$ cat config.mk
export PLATFORM = sky130hd
export DESIGN_NAME = bfra_ctrl
export DESIGN_NICKNAME = d
export VERILOG_FILES = /design/src/design/bfra_pkg.sv /design/src/design/bfra_ctrl.sv
export SDC_FILE = /design/constraint.sdc
export NUM_CORES = 1
export LEC_CHECK = 0
export ABC_CLOCK_PERIOD_IN_PS = 1700
export BUFFER_PORTS_ARGS = -buffer_cell sky130_fd_sc_hd__buf_2
export CORE_AREA = 4 4 41 43
export CTS_CLUSTER_DIAMETER = 40
export DETAILED_ROUTE_END_ITERATION = 10
export DIE_AREA = 0 0 45 47
export HOLD_SLACK_MARGIN = 0.08
export PLACE_DENSITY = 0.57
export SYNTH_ARGS = -nofsm -noshare
export SYNTH_HDL_FRONTEND = slang
export SYNTH_SLANG_ARGS = --single-unit
$ cat constraint.sdc
create_clock -name clk -period 1.7 [get_ports clk]
set_input_delay 0.085 -clock clk [delete_from_list [all_inputs] [get_ports clk]]
set_output_delay 0.085 -clock clk [all_outputs]
set_load 0.05 [all_outputs]
$ cat src/design/bfra_pkg.sv
// ----------------------------------------------------------------------------
// bfra_pkg: shared definitions of the best-fit range allocator
// Field widths, default sizes, result codes and the command and status
// structures that join the controller to the datapath.
// ----------------------------------------------------------------------------
package bfra_pkg;

	localparam int MAX_GAPS_DEF  = 64;
	localparam int ADDR_BITS_DEF = 40;

	localparam int LEN_W   = 41;
	localparam int OFF_W   = 40;
	localparam int ALIGN_W = 32;
	localparam int STAT_W  = 2;

	localparam logic [STAT_W-1:0] STATUS_OK         = 2'd0;
	localparam logic [STAT_W-1:0] STATUS_NO_FIT     = 2'd1;
	localparam logic [STAT_W-1:0] STATUS_TABLE_FULL = 2'd2;

	localparam logic ACT_RESERVE = 1'b0;
	localparam logic ACT_FREE    = 1'b1;

	// Commands from the controller to the datapath.
	typedef struct packed {
		logic load;    // capture a new request, restart the scan
		logic rd;      // read the table entry under the scan index
		logic div_go;  // start the remainder unit on the entry just read
		logic eval;    // judge the entry and advance the scan index
		logic apply;   // update the table and present the result
	} cmd_t;

	// Status from the datapath to the controller.
	typedef struct packed {
		logic need_div;  // entry needs its alignment remainder
		logic last;      // scan index is on the final entry
		logic div_done;  // remainder is ready
	} stat_t;

endpackage

$ cat src/design/bfra_ctrl.sv
// ----------------------------------------------------------------------------
// bfra_ctrl: controller of the best-fit range allocator
// Steps the datapath through one table scan per request and the update.
// ----------------------------------------------------------------------------
module bfra_ctrl (
	input  logic            clk,
	input  logic            arst_n,
	input  logic            start,
	output logic            busy,
	output bfra_pkg::cmd_t  cmd,
	input  bfra_pkg::stat_t stat
);

	typedef enum logic [5:0] {
		S_IDLE  = 6'b000001,
		S_READ  = 6'b000010,
		S_DATA  = 6'b000100,
		S_DIV   = 6'b001000,
		S_EVAL  = 6'b010000,
		S_APPLY = 6'b100000
	} state_t;

	state_t state_q, state_d;

	always_comb begin
		state_d = state_q;
		cmd     = '0;
		unique case (state_q)
			S_IDLE: begin
				if (start) begin
					cmd.load = 1'b1;
					state_d  = S_READ;
				end
			end
			S_READ: begin
				cmd.rd  = 1'b1;
				state_d = S_DATA;
			end
			S_DATA: begin
				if (stat.need_div) begin
					cmd.div_go = 1'b1;
					state_d    = S_DIV;
				end else begin
					state_d = S_EVAL;
				end
			end
			S_DIV: begin
				if (stat.div_done) begin
					state_d = S_EVAL;
				end
			end
			S_EVAL: begin
				cmd.eval = 1'b1;
				state_d  = stat.last ? S_APPLY : S_READ;
			end
			S_APPLY: begin
				cmd.apply = 1'b1;
				state_d   = S_IDLE;
			end
			default: state_d = S_IDLE;
		endcase
	end

	always_ff @(posedge clk or negedge arst_n) begin
		if (!arst_n) begin
			state_q <= S_IDLE;
		end else begin
			state_q <= state_d;
		end
	end

	assign busy = (state_q != S_IDLE);

endmodule
# ---- Word level (Yosys, flattened, before mapping)
# Cells that the tools add are included.
dict set report op_classes {
  eq_ne 9
  mux 12
  reduce_logical 1
}
# op n
set op_table {}
lappend op_table {{$pmux W6 S5} 1}
lappend op_table {{$mux W6} 3}
lappend op_table {{$mux W1} 7}
lappend op_table {{$eq A6 B1 Y1 const B} 1}
lappend op_table {{$eq A6 B2 Y1 const B} 1}
lappend op_table {{$eq A6 B3 Y1 const B} 1}
lappend op_table {{$eq A6 B4 Y1 const B} 1}
lappend op_table {{$eq A6 B5 Y1 const B} 1}
lappend op_table {{$eq A6 B6 Y1 const B} 1}
lappend op_table {{$ne A6 B1 Y1 const B} 1}
lappend op_table {{$mux W5} 1}
lappend op_table {{$ne A2 B2 Y1 const B} 2}
lappend op_table {{$reduce_and A2 Y1} 1}
dict set report totals {
  regBits 6
  in_bits 6
  wordCells 23
}

# ---- Longest topological paths before layout
dict set report logic_depth {
  word_depth 3
  ltp_mapped 3
}

# ---- Worst setup path after synthesis
# OpenSTA, ideal clock, no wires.
dict set report synth_path {
  path_type {reg2reg}
  startpoint {reg state_q[0]}
  endpoint {reg state_q[1]}
  t_arrival_ps 2138
  path_slack_ps -508
  path_stages_with_launch 4
  path_buffers 0
  synth_period_minus_slack_ps 2208
  cell_sequence {dfstp_2 or4b_4 nor4b_2 a21o_1}
}
dict set report synth_via {
  elab_chain_cells 3
  word_cells_on_any_way 9
  cone_classes {7 x eq/ne; 1 x mux; 1 x reduce/logical}
}
# item line
set synth_lines {}
lappend synth_lines {{start, declared} bfra_ctrl.sv:23} ;# state_t state_q, state_d;
lappend synth_lines {{start signal, assigned} bfra_ctrl.sv:68} ;# state_q <= state_d;
lappend synth_lines {{$eq A6 B4 Y1 / $eq A6 B1 Y1 (equally long branches)} bfra_ctrl.sv:28} ;# unique case (state_q)
lappend synth_lines {{$ne A2 B2 Y1 (no source line)} n/a}
lappend synth_lines {{$reduce_and A2 Y1 (no source line)} n/a}
# Parallel ways exist; a longest one is shown, timed or not.
# A chain may end at the register's enable or synchronous reset.

# ---- Worst setup path in the final report
dict set report layout_path {
  startpoint {reg state_q[0]}
  endpoint {out busy}
}
dict set report layout_via {
  elab_chain_cells 1
}
# item line
set layout_lines {}
lappend layout_lines {{$ne A6 B1 Y1} bfra_ctrl.sv:72} ;# assign busy = (state_q != S_IDLE);
lappend layout_lines {{end, declared} bfra_ctrl.sv:9} ;# output logic busy,
# Every way passes these cells.

==> out/metrics.yaml <==
run_status:
  status: "finished, violations left"
  violations: "setup timing"
grt:
  grt_overflow: 0
  vias_in_the_first_global_route: 335
  maximum_number_of_pins_on_one_net_before_global_route_repair: 8
  globalRouteTotalUtil_pct: 8.91
  global_route_wire_length_before_repair_um: 1280
  antenna_found_initial: 0
routing:
  drcViolationCount: 0
  dr.pass1.iters: 1
  routedWlPerCell_um: 10.3
  first_iter_violations: 0
  postRouteAntennaNets: 0
  post_drt_via_cell_ratio: 4.51
  final_routed_wirelength_across_all_metal_layers_um: 759
  num_vias: 334
yosys:
  synthSimpleGateAreaFrac_pct: 40.0
  synthesis.area_um2: 338
  synth-compound-area-share_pct: 13.0
  syn-num-nets: 42
  synth.distinct_cells: 22
  yosysSeqAreaShare_pct: 44.8
  post_synthesis_xor_xnor_area_fraction_pct: 0
  synth-seq-cells: 6
  netlist.area_leader.share_pct: 37.0
  synth_area_per_cell_um2: 9.38
  muxShareOfSynthArea_pct: 0
  adder_and_majority_gate_portion_of_the_synthesized_area_pct: 0
  yosysWarningCount: 0
  combinational_family_with_the_most_area_after_synthesis: "simple AND/OR/NAND/NOR gates"
  top_post_synthesis_cells_by_area: "sky130_fd_sc_hd__dfrtp_1, sky130_fd_sc_hd__dfstp_2, sky130_fd_sc_hd__nor2_1, sky130_fd_sc_hd__nor3_1, sky130_fd_sc_hd__nor4b_2"
  cell_type_with_the_highest_aggregate_area_in_the_netlist: "sky130_fd_sc_hd__dfrtp_1"
  synthCells: 36
critical_path:
  capture_point_of_the_critical_path: "busy"
  reg2reg_depth: 4
  worst_setup_path_start_kind: "register"
  crit-reg2reg-capture: "state_q[0]"
  worst-endpoint-required_ns: 1.62
  cp-startpoint: "state_q[0]"
  end_kind: "output port"
  path_max_fanout: 3
  worst-setup-path-type: "register to output port"
  reg2reg_from: "state_q[0]"
  worstPathArrival_ns: 1.75
  reg2reg_setup_slack_ns: 0.01
finish:
  reg_top3: "state_q (6)"
  finish.net_count: 66
  regMostFlops: "state_q"
  synthToLayoutAreaGrowth_pct: 55.9
  largest_register_ff_count: 6
  fraction_of_layout_cells_with_a_size_suffix_above_1_pct: 40.7
  antennaDiodeCount: 0
  fillers: 153
  instances_no_fill: 74
die:
  dieArea_mm2: 0.00212
  die_width_um: 45
  placement_rows: 13
  pin_count: 12
  initial_core_util_pct: 26.0
  die_y_um: 47
  core_area_mm2: 0.00130
timing:
  layout_worst_path_cycle_share_pct: 108
  worstMarginPinSlew_ns: 0.355
  rsz_0062_raised_after_global_routing: "true"
  slew_viol_final: 0
  finalHoldWorstSlack_ns: 0.109
  clock-skew-final_ns: 0.00293
  finalSetupViolCount: 2
  achievable-frequency_mhz: 545
  finalCriticalPeriod_ns: 1.83
  final.setup.worst_slack_ns: -0.134
  report.final.hold_viol_count: 0
  slew_headroom_pct: 76.0
min_path:
  holdCritPathClass: "input pin to register"
  worstHoldStart: "stat[0]"
job:
  max_cap_violations: 0
clocking:
  max_clock_buf_depth: 2
  worst_setup_hold_path_clk_slew_ns: 0.05
  insertion_delay_ns: 0.24
  total_number_of_clock_tree_sinks: 6
  clock_tree_from_tritoncts: "yes"
  cts.root.buffer_cell: "sky130_fd_sc_hd__clkbuf_4"
  cts_buffers: 3
  htree_levels: 1
place:
  io_buffers: 11
  gpl.final_weighted_congestion: 0.707
  dp_hpwl_um: 584
  placed_cells_incl_taps: 65
  post-place-ws_ns: 0.0394
pwr:
  power_per_cell_area_mw_per_mm2: 1640
  highest_ir_drop_seen_on_vdd_mv: 0.851
  p_leak_nw: 0.275
## layout make-up
class,count,area (um^2),area share (%)
flip-flops and latches,6,151,28.7
multi-input cells,28,188,35.6
inverters,2,7.51,1.43
well taps,15,18.8,3.56
repair buffers,19,135,25.7
clock buffers,4,26.3,4.99
## how the worst min path moves through the flow
stage	to	slack, ns	cells after the start
final	state_q[4]	0.11	3
after global routing	state_q[4]	0.13	3
after CTS	state_q[4]	0.11	3
after detailed placement	state_q[4]	-0.09	1
after global placement	state_q[4]	-0.09	1
after floorplan	state_q[1]	-0.21	0
## Yosys cell counts (all sizes together)
cell type  number
nor2b           2
dfrtp           5
nor3            3
and3            2
nand3b          1
nor2            6
nor4b           1
a21oi           1
a311o           1
o311ai          1
or2             1
or3             1
a22oi           1
o21ai           1
inv             2
dfstp           1
nand2b          2
or4b            1
and2            1
nand2           1
a21o            1
## layer usage
layer  up-vias  GRT usage, %  routed length [um]
met4         0          8.77                  28
li1        177             -                   -
met2         9          15.5                 387
met5         -             0                   0
met3         2          3.07                  38
met1       146          7.89                 305
## where the power goes
| part | total (mW) | internal [mW] | switching (mW) |
|---|---|---|---|
| clock | 0.141 | 0.0890 | 0.0525 |
| combinational | 0.505 | 0.231 | 0.274 |
| sequential | 0.217 | 0.184 | 0.0329 |
## per-stage QoR
stage          util [%]  total power [mW]  cell area, um^2  TNS (ns)
2_1_floorplan         -             0.539              347    -0.186
3_3_place_gp       34.0             0.626              443         0
3_5_place_dp       34.0             0.629              443         0
4_1_cts            39.1             0.835              509    -0.274
5_1_grt            40.5             0.927              527    -0.386
6_report           40.5             0.864              527    -0.247
## critical path, stage by stage, from the launching register on
cell and delay [ns]:
sky130_fd_sc_hd__dfstp_2 0.52, sky130_fd_sc_hd__or4b_4 0.49, sky130_fd_sc_hd__or3_1 0.34, sky130_fd_sc_hd__buf_6 0.16
## kinds of logic after synthesis
group | Yosys count
AND/OR/NAND/NOR | 22
AO/OA/AOI/OAI | 6
buffers and inverters | 2
flip-flops | 6
## repair_timing
action / CTS / global route
setup endpoints to repair: 2 / 3
gates resized for setup: 4 / 2
buffers inserted: 1 / 2
pin swaps: 0 / 0
hold endpoints to repair: 7 / 0
hold buffers: 2 / 0
## cells in the final DEF, fill, tap and decap left out, types with 2 or more instances in the layout
cell type                       count
sky130_fd_sc_hd__nor2b_1            2
sky130_fd_sc_hd__nor3_1             3
sky130_fd_sc_hd__dlygate4sd3_1      2
sky130_fd_sc_hd__dfrtp_1            5
sky130_fd_sc_hd__buf_6              2
sky130_fd_sc_hd__buf_2              8
sky130_fd_sc_hd__buf_4              7
sky130_fd_sc_hd__clkbuf_4           3
sky130_fd_sc_hd__nor2_1             6
sky130_fd_sc_hd__inv_1              2
sky130_fd_sc_hd__nand2b_1           2
(Power assumes the default switching activity.)
